--- config.mk ---
export PLATFORM = sky130hd
export DESIGN_NAME = int8_group_scaled_dot_product_flat
export DESIGN_NICKNAME = d
export VERILOG_FILES = /design/src/rtl/igsdp_pkg.sv /design/src/rtl/igsdp_req_if.sv /design/src/rtl/igsdp_rsp_if.sv /design/src/rtl/int8_group_scaled_dot_product.sv /design/src/rtl/igsdp_lanes.sv /design/src/rtl/igsdp_merge.sv /design/src/rtl/igsdp_scale.sv /design/src/flat_wrapper.sv
export SDC_FILE = /design/constraint.sdc
export NUM_CORES = 2
export LEC_CHECK = 0
export BUFFER_PORTS_ARGS = -buffer_cell sky130_fd_sc_hd__buf_2
export CAP_MARGIN = 10
export CORE_MARGIN = 3
export CORE_UTILIZATION = 62
export CTS_CLUSTER_DIAMETER = 200
export DETAILED_ROUTE_END_ITERATION = 6
export PLACE_DENSITY = 0.8
export RECOVER_POWER = 50
export SYNTH_ARGS = -nofsm -noshare
export SYNTH_HDL_FRONTEND = slang
export SYNTH_SLANG_ARGS = --single-unit
--- constraint.sdc ---
create_clock -name clock -period 14.6 [get_ports clock]
set_input_delay 0.73 -clock clock [delete_from_list [all_inputs] [get_ports clock]]
set_output_delay 0.73 -clock clock [all_outputs]
set_load 0.02 [all_outputs]
--- src/rtl/igsdp_pkg.sv ---
// ----------------------------------------------------------------------------
// igsdp_pkg
// Shared widths and control types of the int8 group-scaled dot product.
// ----------------------------------------------------------------------------
package igsdp_pkg;

   localparam int LANE_BITS         = 8;
   localparam int MAX_LANES         = 8;
   localparam int PACKED_W          = LANE_BITS * MAX_LANES;
   localparam int PROD_W            = 2 * LANE_BITS;
   localparam int SCALE_W           = 32;
   localparam int ROW_W             = 64;
   localparam int ROW_FRACTION_BITS = 24;

   // flags that travel with a beat or a closed group down the pipe
   typedef struct packed {
      logic valid;
      logic close;
      logic last;
   } beat_ctl_type;

endpackage

--- src/rtl/igsdp_req_if.sv ---
// ----------------------------------------------------------------------------
// igsdp_req_if
// Beat channel: packed weights, activations, group scale and row end mark.
// ----------------------------------------------------------------------------
interface igsdp_req_if;
   logic                              valid;
   logic                              ready;
   logic [igsdp_pkg::PACKED_W-1:0]    weight_lanes;
   logic [igsdp_pkg::PACKED_W-1:0]    activation_lanes;
   logic [igsdp_pkg::SCALE_W-1:0]     group_scale;
   logic                              row_end;

   modport source (
      output valid, weight_lanes, activation_lanes, group_scale, row_end,
      input  ready
   );
   modport sink (
      input  valid, weight_lanes, activation_lanes, group_scale, row_end,
      output ready
   );
endinterface

--- src/rtl/igsdp_rsp_if.sv ---
// ----------------------------------------------------------------------------
// igsdp_rsp_if
// Result channel: saturated row sum and sticky overflow flag.
// ----------------------------------------------------------------------------
interface igsdp_rsp_if;
   logic                                 valid;
   logic                                 ready;
   logic signed [igsdp_pkg::ROW_W-1:0]   row_sum;
   logic                                 overflow;

   modport source (
      output valid, row_sum, overflow,
      input  ready
   );
   modport sink (
      input  valid, row_sum, overflow,
      output ready
   );
endinterface

--- src/rtl/int8_group_scaled_dot_product.sv ---
// ----------------------------------------------------------------------------
// int8_group_scaled_dot_product
// Int8 group-quantised dot product of one matrix row, scaled per group and
// summed into a saturating 64-bit row accumulator with 24 fraction bits.
// ----------------------------------------------------------------------------
//  channel  | dir | carries                                          | transfer
//  req_ch   | in  | weight_lanes, activation_lanes, group_scale,     | valid & ready
//           |     | row_end                                          |
//  rsp_ch   | out | row_sum, overflow                                | valid & ready
//
//  One beat is taken per cycle. A row's result passes the lane register,
//  which loads on the transfer of its row_end beat, then the merge, multiply
//  and align registers, and the row add into the output register. Reset is
//  synchronous and clears the pipe's control flags, the group and row state.
//  While a result waits in the output register and the sink is not ready,
//  the whole pipe holds and req_ch.ready is low.
// ----------------------------------------------------------------------------
module int8_group_scaled_dot_product #(
   parameter int GROUP_ELEMENTS      = 64,
   parameter int LANES               = 8,
   parameter int SCALE_FRACTION_BITS = 24
) (
   input  logic          clock,
   input  logic          reset,
   igsdp_req_if.sink     req_ch,
   igsdp_rsp_if.source   rsp_ch
);

   // beats per group, and the width of the exact group sum: each product is
   // at most 2^14 in magnitude, so a full group needs clog2(count)+14+2 bits
   localparam int BEATS   = GROUP_ELEMENTS / LANES;
   localparam int BCW     = (BEATS > 1) ? $clog2(BEATS) : 1;
   localparam int GROUP_W = $clog2(BEATS * LANES * (1 << 14)) + 2;
   localparam int ROW_W   = igsdp_pkg::ROW_W;

   localparam logic signed [ROW_W-1:0] ROW_MAX = {1'b0, {(ROW_W-1){1'b1}}};
   localparam logic signed [ROW_W-1:0] ROW_MIN = {1'b1, {(ROW_W-1){1'b0}}};

   // one enable for the whole pipe: it moves when the output register is
   // free or being emptied this cycle
   logic                                      adv;
   logic                                      accept;
   logic                                      close;
   logic [BCW-1:0]                            beat_cnt_ff;
   logic [BCW-1:0]                            beat_cnt_in;
   igsdp_pkg::beat_ctl_type                   beat_ctl;

   igsdp_pkg::beat_ctl_type                   lane_ctl;
   logic [LANES-1:0][igsdp_pkg::PROD_W-1:0]   lane_prod;
   logic [igsdp_pkg::SCALE_W-1:0]             lane_scale;

   igsdp_pkg::beat_ctl_type                   grp_ctl;
   logic signed [GROUP_W-1:0]                 grp_sum;
   logic [igsdp_pkg::SCALE_W-1:0]             grp_scale;

   igsdp_pkg::beat_ctl_type                   term_ctl;
   logic signed [ROW_W-1:0]                   term;
   logic                                      term_sat;

   logic signed [ROW_W-1:0]                   row_acc_ff;
   logic signed [ROW_W-1:0]                   row_acc_in;
   logic                                      sticky_ff;
   logic                                      sticky_in;
   logic signed [ROW_W:0]                     row_wide;
   logic signed [ROW_W-1:0]                   row_next;
   logic                                      sticky_next;
   logic                                      row_fire;

   logic                                      rsp_valid_ff;
   logic                                      rsp_valid_in;
   logic signed [ROW_W-1:0]                   rsp_sum_ff;
   logic                                      rsp_ovf_ff;

   assign adv          = !rsp_valid_ff || rsp_ch.ready;
   assign req_ch.ready = adv;
   assign accept       = req_ch.valid && adv;

   // group boundary: count beats, close on a full group or at row end
   assign close = req_ch.row_end || (beat_cnt_ff == BCW'(BEATS - 1));

   always_comb begin
      beat_cnt_in = beat_cnt_ff;
      if (accept) begin
         beat_cnt_in = close ? '0 : beat_cnt_ff + 1'b1;
      end
      beat_ctl.valid = accept;
      beat_ctl.close = close;
      beat_ctl.last  = req_ch.row_end;
   end

   igsdp_lanes #(
      .LANES (LANES)
   ) u_lanes (
      .clock            (clock),
      .reset            (reset),
      .adv              (adv),
      .ctl_in           (beat_ctl),
      .weight_lanes     (req_ch.weight_lanes),
      .activation_lanes (req_ch.activation_lanes),
      .scale_in         (req_ch.group_scale),
      .ctl_out          (lane_ctl),
      .prod_out         (lane_prod),
      .scale_out        (lane_scale)
   );

   igsdp_merge #(
      .LANES   (LANES),
      .GROUP_W (GROUP_W)
   ) u_merge (
      .clock     (clock),
      .reset     (reset),
      .adv       (adv),
      .ctl_in    (lane_ctl),
      .prod_in   (lane_prod),
      .scale_in  (lane_scale),
      .ctl_out   (grp_ctl),
      .gsum_out  (grp_sum),
      .scale_out (grp_scale)
   );

   igsdp_scale #(
      .GROUP_W             (GROUP_W),
      .SCALE_FRACTION_BITS (SCALE_FRACTION_BITS)
   ) u_scale (
      .clock    (clock),
      .reset    (reset),
      .adv      (adv),
      .ctl_in   (grp_ctl),
      .gsum_in  (grp_sum),
      .scale_in (grp_scale),
      .ctl_out  (term_ctl),
      .term_out (term),
      .sat_out  (term_sat)
   );

   // row add: one guard bit shows signed overflow, then clamp
   always_comb begin
      row_wide    = {term[ROW_W-1], term} + {row_acc_ff[ROW_W-1], row_acc_ff};
      row_next    = row_wide[ROW_W-1:0];
      sticky_next = sticky_ff | term_sat;
      if (row_wide[ROW_W] != row_wide[ROW_W-1]) begin
         row_next    = row_wide[ROW_W] ? ROW_MIN : ROW_MAX;
         sticky_next = 1'b1;
      end

      row_fire   = adv && term_ctl.valid && term_ctl.last;
      row_acc_in = row_acc_ff;
      sticky_in  = sticky_ff;
      if (adv && term_ctl.valid) begin
         row_acc_in = term_ctl.last ? '0 : row_next;
         sticky_in  = term_ctl.last ? 1'b0 : sticky_next;
      end

      rsp_valid_in = rsp_valid_ff && !rsp_ch.ready;
      if (row_fire) begin
         rsp_valid_in = 1'b1;
      end
   end

   always_ff @(posedge clock) begin
      if (reset) begin
         beat_cnt_ff  <= '0;
         row_acc_ff   <= '0;
         sticky_ff    <= 1'b0;
         rsp_valid_ff <= 1'b0;
      end else begin
         beat_cnt_ff  <= beat_cnt_in;
         row_acc_ff   <= row_acc_in;
         sticky_ff    <= sticky_in;
         rsp_valid_ff <= rsp_valid_in;
      end
   end

   always_ff @(posedge clock) begin
      if (row_fire) begin
         rsp_sum_ff <= row_next;
         rsp_ovf_ff <= sticky_next;
      end
   end

   assign rsp_ch.valid    = rsp_valid_ff;
   assign rsp_ch.row_sum  = rsp_sum_ff;
   assign rsp_ch.overflow = rsp_ovf_ff;

   // beat counter never reaches a full group
   a_beat_cnt_range : assert property (@(posedge clock) disable iff (reset)
      beat_cnt_ff <= BCW'(BEATS - 1))
      else $error("beat counter past group length");

   // emitting a row leaves a clean row accumulator behind
   a_row_clears : assert property (@(posedge clock) disable iff (reset)
      row_fire |=> (row_acc_ff == '0) && !sticky_ff)
      else $error("row state not cleared after row end");

   // no beat is counted while the pipe is held
   a_hold_no_count : assert property (@(posedge clock) disable iff (reset)
      !adv |=> $stable(beat_cnt_ff))
      else $error("beat counted while pipe held");

   // a held result is not overwritten by a new row
   a_hold_result : assert property (@(posedge clock) disable iff (reset)
      (rsp_valid_ff && !rsp_ch.ready) |=> $stable(rsp_sum_ff) && rsp_valid_ff)
      else $error("pending result overwritten");

endmodule

--- src/rtl/igsdp_lanes.sv ---
// ----------------------------------------------------------------------------
// igsdp_lanes
// One 8x8 signed multiplier per lane; products registered.
// ----------------------------------------------------------------------------
module igsdp_lanes #(
   parameter int LANES = 8
) (
   input  logic                                         clock,
   input  logic                                         reset,
   input  logic                                         adv,
   input  igsdp_pkg::beat_ctl_type                      ctl_in,
   input  logic [igsdp_pkg::PACKED_W-1:0]               weight_lanes,
   input  logic [igsdp_pkg::PACKED_W-1:0]               activation_lanes,
   input  logic [igsdp_pkg::SCALE_W-1:0]                scale_in,
   output igsdp_pkg::beat_ctl_type                      ctl_out,
   output logic [LANES-1:0][igsdp_pkg::PROD_W-1:0]      prod_out,
   output logic [igsdp_pkg::SCALE_W-1:0]                scale_out
);

   igsdp_pkg::beat_ctl_type                       ctl_ff;
   logic [LANES-1:0][igsdp_pkg::PROD_W-1:0]       prod_ff;
   logic [LANES-1:0][igsdp_pkg::PROD_W-1:0]       prod_in;
   logic [igsdp_pkg::SCALE_W-1:0]                 scale_ff;

   for (genvar l = 0; l < LANES; l++) begin : g_lane
      logic signed [igsdp_pkg::LANE_BITS-1:0] w_byte;
      logic signed [igsdp_pkg::LANE_BITS-1:0] a_byte;
      logic signed [igsdp_pkg::PROD_W-1:0]    product;

      assign w_byte     = weight_lanes[igsdp_pkg::LANE_BITS*l +: igsdp_pkg::LANE_BITS];
      assign a_byte     = activation_lanes[igsdp_pkg::LANE_BITS*l +: igsdp_pkg::LANE_BITS];
      assign product    = w_byte * a_byte;
      assign prod_in[l] = product;
   end

   always_ff @(posedge clock) begin
      if (reset) begin
         ctl_ff <= '0;
      end else if (adv) begin
         ctl_ff <= ctl_in;
      end
   end

   always_ff @(posedge clock) begin
      if (adv) begin
         prod_ff  <= prod_in;
         scale_ff <= scale_in;
      end
   end

   assign ctl_out   = ctl_ff;
   assign prod_out  = prod_ff;
   assign scale_out = scale_ff;

endmodule

--- src/rtl/igsdp_merge.sv ---
// ----------------------------------------------------------------------------
// igsdp_merge
// Adds the lane products into the group sum; hands on the sum at group close.
// ----------------------------------------------------------------------------
module igsdp_merge #(
   parameter int LANES   = 8,
   parameter int GROUP_W = 22
) (
   input  logic                                         clock,
   input  logic                                         reset,
   input  logic                                         adv,
   input  igsdp_pkg::beat_ctl_type                      ctl_in,
   input  logic [LANES-1:0][igsdp_pkg::PROD_W-1:0]      prod_in,
   input  logic [igsdp_pkg::SCALE_W-1:0]                scale_in,
   output igsdp_pkg::beat_ctl_type                      ctl_out,
   output logic signed [GROUP_W-1:0]                    gsum_out,
   output logic [igsdp_pkg::SCALE_W-1:0]                scale_out
);

   logic signed [GROUP_W-1:0]      gacc_ff;
   logic signed [GROUP_W-1:0]      gacc_in;
   logic signed [GROUP_W-1:0]      beat_sum;
   logic signed [GROUP_W-1:0]      gsum_ff;
   logic [igsdp_pkg::SCALE_W-1:0]  scale_ff;
   igsdp_pkg::beat_ctl_type        ctl_ff;
   igsdp_pkg::beat_ctl_type        ctl_in_next;

   always_comb begin
      beat_sum = gacc_ff;
      for (int l = 0; l < LANES; l++) begin
         beat_sum = beat_sum + GROUP_W'($signed(prod_in[l]));
      end
      gacc_in = gacc_ff;
      if (ctl_in.valid) begin
         gacc_in = ctl_in.close ? '0 : beat_sum;
      end
      ctl_in_next.valid = ctl_in.valid & ctl_in.close;
      ctl_in_next.close = ctl_in.close;
      ctl_in_next.last  = ctl_in.last;
   end

   always_ff @(posedge clock) begin
      if (reset) begin
         gacc_ff <= '0;
         ctl_ff  <= '0;
      end else if (adv) begin
         gacc_ff <= gacc_in;
         ctl_ff  <= ctl_in_next;
      end
   end

   always_ff @(posedge clock) begin
      if (adv) begin
         gsum_ff  <= beat_sum;
         scale_ff <= scale_in;
      end
   end

   assign ctl_out   = ctl_ff;
   assign gsum_out  = gsum_ff;
   assign scale_out = scale_ff;

endmodule

--- src/rtl/igsdp_scale.sv ---
// ----------------------------------------------------------------------------
// igsdp_scale
// Group sum times scale, then alignment to the row's fraction bits.
// ----------------------------------------------------------------------------
module igsdp_scale #(
   parameter int GROUP_W             = 22,
   parameter int SCALE_FRACTION_BITS = 24
) (
   input  logic                                 clock,
   input  logic                                 reset,
   input  logic                                 adv,
   input  igsdp_pkg::beat_ctl_type              ctl_in,
   input  logic signed [GROUP_W-1:0]            gsum_in,
   input  logic [igsdp_pkg::SCALE_W-1:0]        scale_in,
   output igsdp_pkg::beat_ctl_type              ctl_out,
   output logic signed [igsdp_pkg::ROW_W-1:0]   term_out,
   output logic                                 sat_out
);

   localparam int SHIFT = SCALE_FRACTION_BITS - igsdp_pkg::ROW_FRACTION_BITS;
   localparam int RSH   = (SHIFT > 0) ? SHIFT : 0;
   localparam int LSH   = (SHIFT < 0) ? -SHIFT : 0;
   localparam int PW    = GROUP_W + igsdp_pkg::SCALE_W + 1;
   // wide enough for the shifted product and for the 64-bit limits plus sign
   localparam int AW_P  = PW + LSH + 1;
   localparam int AW    = (AW_P > igsdp_pkg::ROW_W + 1) ? AW_P : igsdp_pkg::ROW_W + 1;

   localparam logic signed [AW-1:0] HALF   = AW'((64'd1 << RSH) >> 1);
   localparam logic signed [AW-1:0] SAT_HI =
      {{(AW - igsdp_pkg::ROW_W + 1){1'b0}}, {(igsdp_pkg::ROW_W - 1){1'b1}}};
   localparam logic signed [AW-1:0] SAT_LO = ~SAT_HI;

   logic signed [PW-1:0]                 gsum_ext;
   logic signed [PW-1:0]                 scale_ext;
   logic signed [PW-1:0]                 prod_in;
   logic signed [PW-1:0]                 prod_ff;
   igsdp_pkg::beat_ctl_type              mul_ctl_ff;
   logic signed [AW-1:0]                 rounded;
   logic signed [AW-1:0]                 shifted;
   logic signed [igsdp_pkg::ROW_W-1:0]   term_in;
   logic                                 sat_in;
   logic signed [igsdp_pkg::ROW_W-1:0]   term_ff;
   logic                                 sat_ff;
   igsdp_pkg::beat_ctl_type              aln_ctl_ff;

   assign gsum_ext  = PW'(gsum_in);
   assign scale_ext = {{(PW - igsdp_pkg::SCALE_W){1'b0}}, scale_in};
   assign prod_in   = gsum_ext * scale_ext;

   // round to nearest, ties up, when the scale carries extra fraction bits;
   // shift left with saturation when it carries fewer
   always_comb begin
      rounded = (AW'(prod_ff) + HALF) >>> RSH;
      shifted = rounded <<< LSH;
      sat_in  = 1'b0;
      if (shifted > SAT_HI) begin
         term_in = SAT_HI[igsdp_pkg::ROW_W-1:0];
         sat_in  = 1'b1;
      end else if (shifted < SAT_LO) begin
         term_in = SAT_LO[igsdp_pkg::ROW_W-1:0];
         sat_in  = 1'b1;
      end else begin
         term_in = shifted[igsdp_pkg::ROW_W-1:0];
      end
   end

   always_ff @(posedge clock) begin
      if (reset) begin
         mul_ctl_ff <= '0;
         aln_ctl_ff <= '0;
      end else if (adv) begin
         mul_ctl_ff <= ctl_in;
         aln_ctl_ff <= mul_ctl_ff;
      end
   end

   always_ff @(posedge clock) begin
      if (adv) begin
         prod_ff <= prod_in;
         term_ff <= term_in;
         sat_ff  <= sat_in;
      end
   end

   assign ctl_out  = aln_ctl_ff;
   assign term_out = term_ff;
   assign sat_out  = sat_ff;

endmodule

--- src/flat_wrapper.sv ---
// flat-port wrapper written by rule: the top's interface ports become plain ports
module int8_group_scaled_dot_product_flat 
#(
   parameter int GROUP_ELEMENTS      = 64,
   parameter int LANES               = 8,
   parameter int SCALE_FRACTION_BITS = 24
)
  (clock, reset, req_ch_valid, req_ch_weight_lanes, req_ch_activation_lanes, req_ch_group_scale, req_ch_row_end, req_ch_ready, rsp_ch_valid, rsp_ch_row_sum, rsp_ch_overflow, rsp_ch_ready);
  igsdp_req_if req_ch_i ();
  igsdp_rsp_if rsp_ch_i ();
  input  logic clock;
  input  logic reset;
  input wire logic [$bits(req_ch_i.valid)-1:0] req_ch_valid;
  input wire logic [$bits(req_ch_i.weight_lanes)-1:0] req_ch_weight_lanes;
  input wire logic [$bits(req_ch_i.activation_lanes)-1:0] req_ch_activation_lanes;
  input wire logic [$bits(req_ch_i.group_scale)-1:0] req_ch_group_scale;
  input wire logic [$bits(req_ch_i.row_end)-1:0] req_ch_row_end;
  output wire logic [$bits(req_ch_i.ready)-1:0] req_ch_ready;
  output wire logic [$bits(rsp_ch_i.valid)-1:0] rsp_ch_valid;
  output wire logic [$bits(rsp_ch_i.row_sum)-1:0] rsp_ch_row_sum;
  output wire logic [$bits(rsp_ch_i.overflow)-1:0] rsp_ch_overflow;
  input wire logic [$bits(rsp_ch_i.ready)-1:0] rsp_ch_ready;
  assign req_ch_i.valid = req_ch_valid;
  assign req_ch_i.weight_lanes = req_ch_weight_lanes;
  assign req_ch_i.activation_lanes = req_ch_activation_lanes;
  assign req_ch_i.group_scale = req_ch_group_scale;
  assign req_ch_i.row_end = req_ch_row_end;
  assign req_ch_ready = req_ch_i.ready;
  assign rsp_ch_valid = rsp_ch_i.valid;
  assign rsp_ch_row_sum = rsp_ch_i.row_sum;
  assign rsp_ch_overflow = rsp_ch_i.overflow;
  assign rsp_ch_i.ready = rsp_ch_ready;
  int8_group_scaled_dot_product #(.GROUP_ELEMENTS(GROUP_ELEMENTS), .LANES(LANES), .SCALE_FRACTION_BITS(SCALE_FRACTION_BITS)) u_core (.clock(clock), .reset(reset), .req_ch(req_ch_i), .rsp_ch(rsp_ch_i));
endmodule
---- After elaboration in Yosys (flattened, before gate mapping) ----
Index checks and enable logic that the tools add are counted.
operators by class
  reduce and logical (&&, ||, !) cells .... 9
  $add $sub $neg .......................... 10
  bitwise gates (word level) .............. 2
  multiply operators ...................... 9
  order comparisons ....................... 2
  equal/unequal tests ..................... 2
  muxes and demuxes ....................... 10
operator list
  kind                  count
  $mux 64               4
  $add 22x16->22        8
  $mul 8x8->16          8
  $add 64x64->65        1
  $gt 55x64->1 const B  1
  $lt 55x64->1 const B  1
  $mul 22x33->55        1
  $mux 22               1
  $logic_and 1x1->1     4
  $mux 1                4
  $add 3x1->3 const B   1
  $eq 3x3->1 const B    1
  $mux 3                1
  $logic_not 1->1       2
  $logic_or 1x1->1      2
  $reduce_and 2->1      1
  $and 1x1->1           1
  $ne 1x1->1            1
  $or 1x1->1            1
storage, ports and cells
  logic and storage cells ................. 74
  output and inout bits ................... 67
  bits in registers ....................... 499

---- Logic depth before layout (Yosys ltp) ----
  word-level depth ........................ 9
  mapped depth ............................ 28

---- Cells and area by module ----
From an unflattened synthesis, not the netlist that was laid out.
second synthesis, totals
  cells, all modules ...................... 6834
  area, all modules ....................... 67699.9 sq um
modules (own cells, without submodules)
  module                         area an instance (sq um)  cells an instance  sequential area each (sq um)  instances
  igsdp_scale                    27035.9                   2838               3483.3                        1
  igsdp_lanes                    25059.0                   2455               4864.7                        1
  int8_group_scaled_dot_product  8943.6                    978                3333.2                        1
  igsdp_merge                    6661.4                    563                2122.0                        1

---- Worst setup path after synthesis ----
Ideal clock, no wire load.
  kind .................................... input to register
  start point ............................. input port rsp_ch_ready
  end point ............................... register u_core.u_lanes.ctl_ff (netlist bit u_core.u_lanes.ctl_out[1])
  path buffers ............................ 3
  arrival time ............................ 10705 ps
  library setup time ...................... 583 ps
  stages on the path ...................... 6
  path slack .............................. 3312 ps
  required time ........................... 14017 ps
  cell sequence ........................... nor2b_1 > clkbuf_1 > inv_1 > clkbuf_1 > buf_1 > a211oi_1
between the ends
  word-level cells in the longest chain between the ends .. 1
RTL lines
  element               line                                 source
  from (decl)           flat_wrapper.sv:22                   input wire logic [$bits(rsp_ch_i.ready)-1:0] rsp_ch_ready;
  $logic_or 1x1->1      int8_group_scaled_dot_product.sv:74  assign adv = !rsp_valid_ff || rsp_ch.ready;
  via req_ch_ready      flat_wrapper.sv:18                   output wire logic [$bits(req_ch_i.ready)-1:0] req_ch_ready;
  to (signal assigned)  igsdp_lanes.sv:40                    ctl_ff <= ctl_in;
  to (decl)             igsdp_lanes.sv:20                    igsdp_pkg::beat_ctl_type ctl_ff;
The timed path passes the listed nets, and every way through them passes these cells.
A chain may end at the register's enable or synchronous reset.

---- Worst setup path in the final report ----
  start point ............................. register u_core.u_merge.gsum_ff[0], in the netlist u_core.u_merge.gsum_out[0]
  end point ............................... register u_core.u_scale.prod_ff[54] (data pin)
between the ends
  word-level cells in the longest chain between the ends .. 1
RTL lines
  element                         line               source
  from (decl)                     igsdp_merge.sv:23  logic signed [GROUP_W-1:0] gsum_ff;
  from (signal assigned)          igsdp_merge.sv:54  gsum_ff <= beat_sum;
  $mul 22x33->55                  igsdp_scale.sv:48  assign prod_in = gsum_ext * scale_ext;
  via u_core.u_scale.prod_in[54]  igsdp_scale.sv:35  logic signed [PW-1:0] prod_in;
  to (signal assigned)            igsdp_scale.sv:79  prod_ff <= prod_in;
  to (decl)                       igsdp_scale.sv:36  logic signed [PW-1:0] prod_ff;
The timed path passes the listed nets, and every way through them passes these cells.

==> impl_metrics.sql <==
INSERT INTO impl_metrics (metric_group, metric, value, unit) VALUES
('synth', 'synth_enable_flop_cells', '391', ''),
('finish', 'final_area', '69200', 'µm²'),
('finish', 'post_route_cells_drive_above_1_share', '4.74', '%'),
('grt', 'wire_length_of_the_first_global_routing_pass', '250000', 'µm'),
('sta', 'fin_crit_sh', '62.3', '%'),
('clock_tree', 'cts_num_sinks', '491', ''),
('sta', 'layout_min_cycle_time', '9.10', 'ns'),
('placed_design', 'buffer_ports.inserted', '231', ''),
('outcome', 'failed_checks', 'DRC, capacitance limit, slew limit', ''),
('finish', 'mostFrequentLayoutCell', 'sky130_fd_sc_hd__inv_1', ''),
('sta', 'report.final.slew_viol_count', '330', ''),
('route', 'detailedRoute.firstPassIterationCount', '7', ''),
('clock_tree', 'cts-root-buf', 'sky130_fd_sc_hd__clkbuf_16', ''),
('setup_path', 'worstPathArrival', '9.51', 'ns'),
('synth', 'synth_cell_type_count', '79', ''),
('synth', 'netlist.area_leader.share', '35.9', '%'),
('placed_design', 'gp_congestion', '0.939', ''),
('synth', 'syn_area', '65100', 'µm²'),
('setup_path', 'critical_path.max_fanout', '32', ''),
('synth', 'synth.net_count', '8274', ''),
('sta', 'relative_slew_margins', '-200', '%'),
('setup_path', 'critical_path_class', 'reg2reg', ''),
('synth', 'netlist_top_cells_area', 'sky130_fd_sc_hd__fa_1 36%, sky130_fd_sc_hd__edfxtp_1 18%, sky130_fd_sc_hd__ha_1 10%', ''),
('clock_tree', 'clk_latency', '0.68', 'ns'),
('route', 'vias', '44700', ''),
('grt', 'grt_pass1_vias', '48200', ''),
('clock_tree', 'cts-resized-gates', '0', ''),
('synth', 'synthesis.instances', '6414', ''),
('synth', 'synth_top_cell_by_area', 'sky130_fd_sc_hd__fa_1', ''),
('grt', 'grt_max_degree', '106', ''),
('route', 'routed_wire_length_per_instance', '19.2', 'µm'),
('setup_path', 'start_kind', 'flip-flop', ''),
('clock_tree', 'worst_setup_hold_path_clk_slew', '0.06', 'ns'),
('floorplan', 'core-area', '104000', 'µm²'),
('run', 'max_cap_viol_count', '5', ''),
('setup_path', 'worstPathRequired', '15.01', 'ns'),
('placed_design', 'place_hpwl', '120000', 'µm'),
('synth', 'syn-mean-instance-area', '10.1', 'µm²'),
('setup_path', 'slowest_cell_delay_on_critical_path', '1.26', 'ns'),
('route', 'drt-initial-drc-count', '3171', ''),
('setup_path', 'setup.worst_path.end_class', 'flip-flop', ''),
('finish', 'area_delta_synth_final', '6.30', '%'),
('finish', 'layout.filler_cells', '7935', ''),
('outcome', 'run_status', 'finished, violations left', ''),
('setup_path', 'cell_by_cell_trace_of_the_critical_path', 'clkbuf_1, nand2_1, fa_1, fa_1, inv_1, fa_1, fa_1, fa_1, inv_1, fa_1, inv_1, ha_1, and4_1, and2_1, nand4_1, o21ai_0, o211ai_1, a211oi_1, a31oi_1, o311ai_0, o21ai_0, mux2i_1, a221o_1', ''),
('clock_tree', 'cts_hold_repair.buffers', '0', ''),
('synth', 'synth_flop_cell', 'sky130_fd_sc_hd__edfxtp_1', ''),
('grt', 'overflow', '0', ''),
('route', 'drt_drc_violations_left', '9', ''),
('floorplan', 'dieArea', '109000', 'µm²'),
('clock_tree', 'cts_htree_levels', '2', ''),
('sta', 'worst_clock_skew', '0.0656', 'ns'),
('hold_path', 'timing.hold.worst.class', 'in2reg', ''),
('clock_tree', 'numCtsBuffers', '56', ''),
('floorplan', 'top_level_ports', '232', ''),
('grt', 'antenna_found_initial', '9', ''),
('route', 'drt-vias-per-instance', '5.64', ''),
('floorplan', 'die_w', '330', 'µm'),
('clock_tree', 'post_cts_buffers', '0', ''),
('synth', 'postSynth.asyncResetShare', '0', '%'),
('finish', 'final_cell_mix', '1292 x sky130_fd_sc_hd__inv_1, 1168 x sky130_fd_sc_hd__fa_1, 667 x sky130_fd_sc_hd__nand2_1', ''),
('floorplan', 'standard_cell_row_count', '118', ''),
('clock_tree', 'ctsLongestPathBuffers', '3', ''),
('clock_tree', 'tritoncts', 'built', ''),
('sta', 'finalSetupTns', '0', 'ns'),
('synth', 'synth-seq-area-share', '21.1', '%'),
('sta', 'grt_setup_unrepaired', 'no', ''),
('floorplan', 'start_util', '62.7', '%'),
('sta', 'report.final.hold_viol_count', '0', ''),
('route', 'routed_wl', '152000', 'µm'),
('route', 'ant_nets', '0', '');
final timing paths:
| kind | cells past startpoint | startpoint | end |
|---|---|---|---|
| hold / removal | 1 | req_ch_group_scale[30] | u_core.u_lanes.scale_out[30]$_DFFE_PN_ |
| setup reg to reg | 23 | u_core.u_merge.gsum_out[0]$_DFFE_PN_ | u_core.u_scale.prod_ff[54]$_DFFE_PN_ |
| setup / recovery | 23 | u_core.u_merge.gsum_out[0]$_DFFE_PN_ | u_core.u_scale.prod_ff[54]$_DFFE_PN_ |
| hold reg to reg | 0 | u_core.u_scale.prod_ff[39]$_DFFE_PN_ | u_core.u_scale.term_out[39]$_SDFFCE_PN1N_ |
cell type report:
| class | count | area [µm²] | share of cell area (%) |
|---|---|---|---|
| repair buffers | 278 | 1390 | 2.01 |
| clock inverters | 33 | 458 | 0.662 |
| well taps | 1380 | 1730 | 2.50 |
| inverters | 1294 | 4860 | 7.03 |
| diodes | 7 | 17.5 | 0.0253 |
| multi-input cells | 4369 | 45400 | 65.7 |
| flip-flops and latches | 491 | 13700 | 19.9 |
| clock buffers | 72 | 1540 | 2.23 |
worst max-delay path: cells and delay by family (launching register included):
kind / cells / cell delay (ns)
compound gates: 7 / 2.72
fa+ha+maj: 7 / 3.49
buf+inv: 4 / 1.40
flops: 1 / 0.32
mux: 1 / 0.17
simple gates: 4 / 0.74
sequential cells by signal (all words and copies together) (netlist names), 3 cells and up:
| signal | flops |
|---|---|
| u_core.u_lanes.prod_out | 128 |
| u_core.row_acc_ff | 64 |
| u_core.rsp_ch.row_sum | 64 |
| u_core.u_scale.term_out | 56 |
| u_core.u_scale.prod_ff | 55 |
| u_core.u_lanes.scale_out | 32 |
| u_core.u_merge.scale_out | 32 |
| u_core.u_merge.gacc_ff | 22 |
| u_core.u_merge.gsum_out | 22 |
| u_core.beat_cnt_ff | 3 |
| u_core.u_lanes.ctl_out | 3 |
metrics by stage:
| step | util, % | instances | worst slack (ns) |
|---|---|---|---|
| 6_report | 66.6 | 7924 | 5.50 |
| 5_1_grt | 66.6 | 7924 | 4.94 |
| 4_1_cts | 66.7 | 7917 | 5.79 |
| 3_5_place_dp | 64.8 | 7812 | 5.81 |
| 3_3_place_gp | 64.8 | 7812 | 6.02 |
| 2_1_floorplan | - | 6414 | 3.31 |
layer usage:
layer / up-vias / GRT usage, % / part of all wire, %
met1: 22600 / 35.2 / 36
met4: 0 / 14.7 / 6.0
met3: 446 / 3.14 / 5.4
li1: 20000 / - / -
met2: 1681 / 51.9 / 52
met5: - / 0 / 0
logic make-up (layout without fill, tap and decap cells):
family	count (synthesis)	after routing	share of synthesized area, %
adder cells (fa/ha/maj)	1726	1726	46.6
AND/OR/NAND/NOR	1711	1711	13.1
buffers and inverters	1554	1677	9.09
AO/OA/AOI/OAI	666	666	6.49
flip-flops	491	491	21.1
XOR/XNOR	262	262	3.53
multiplexers	3	3	0.0558
other	1	8	0.00576
Yosys cell counts (all sizes together), types with 16 or more instances:
master  count
a21o       80
o21a       19
a221o      26
nor3       34
and2      604
o21bai     29
buf        30
dfxtp     100
ha        527
a211oi     17
and3       16
fa       1168
maj3       31
nor2      187
nand4      27
xor2       56
a21oi     217
nand2     667
xnor2     206
nor2b      33
o21ai     158
inv      1294
clkbuf    230
edfxtp    391
nand2b     93
nand3      27
Power is not shown: default switching activity piles up to over one toggle a cycle in this logic, so the estimate is an artifact.
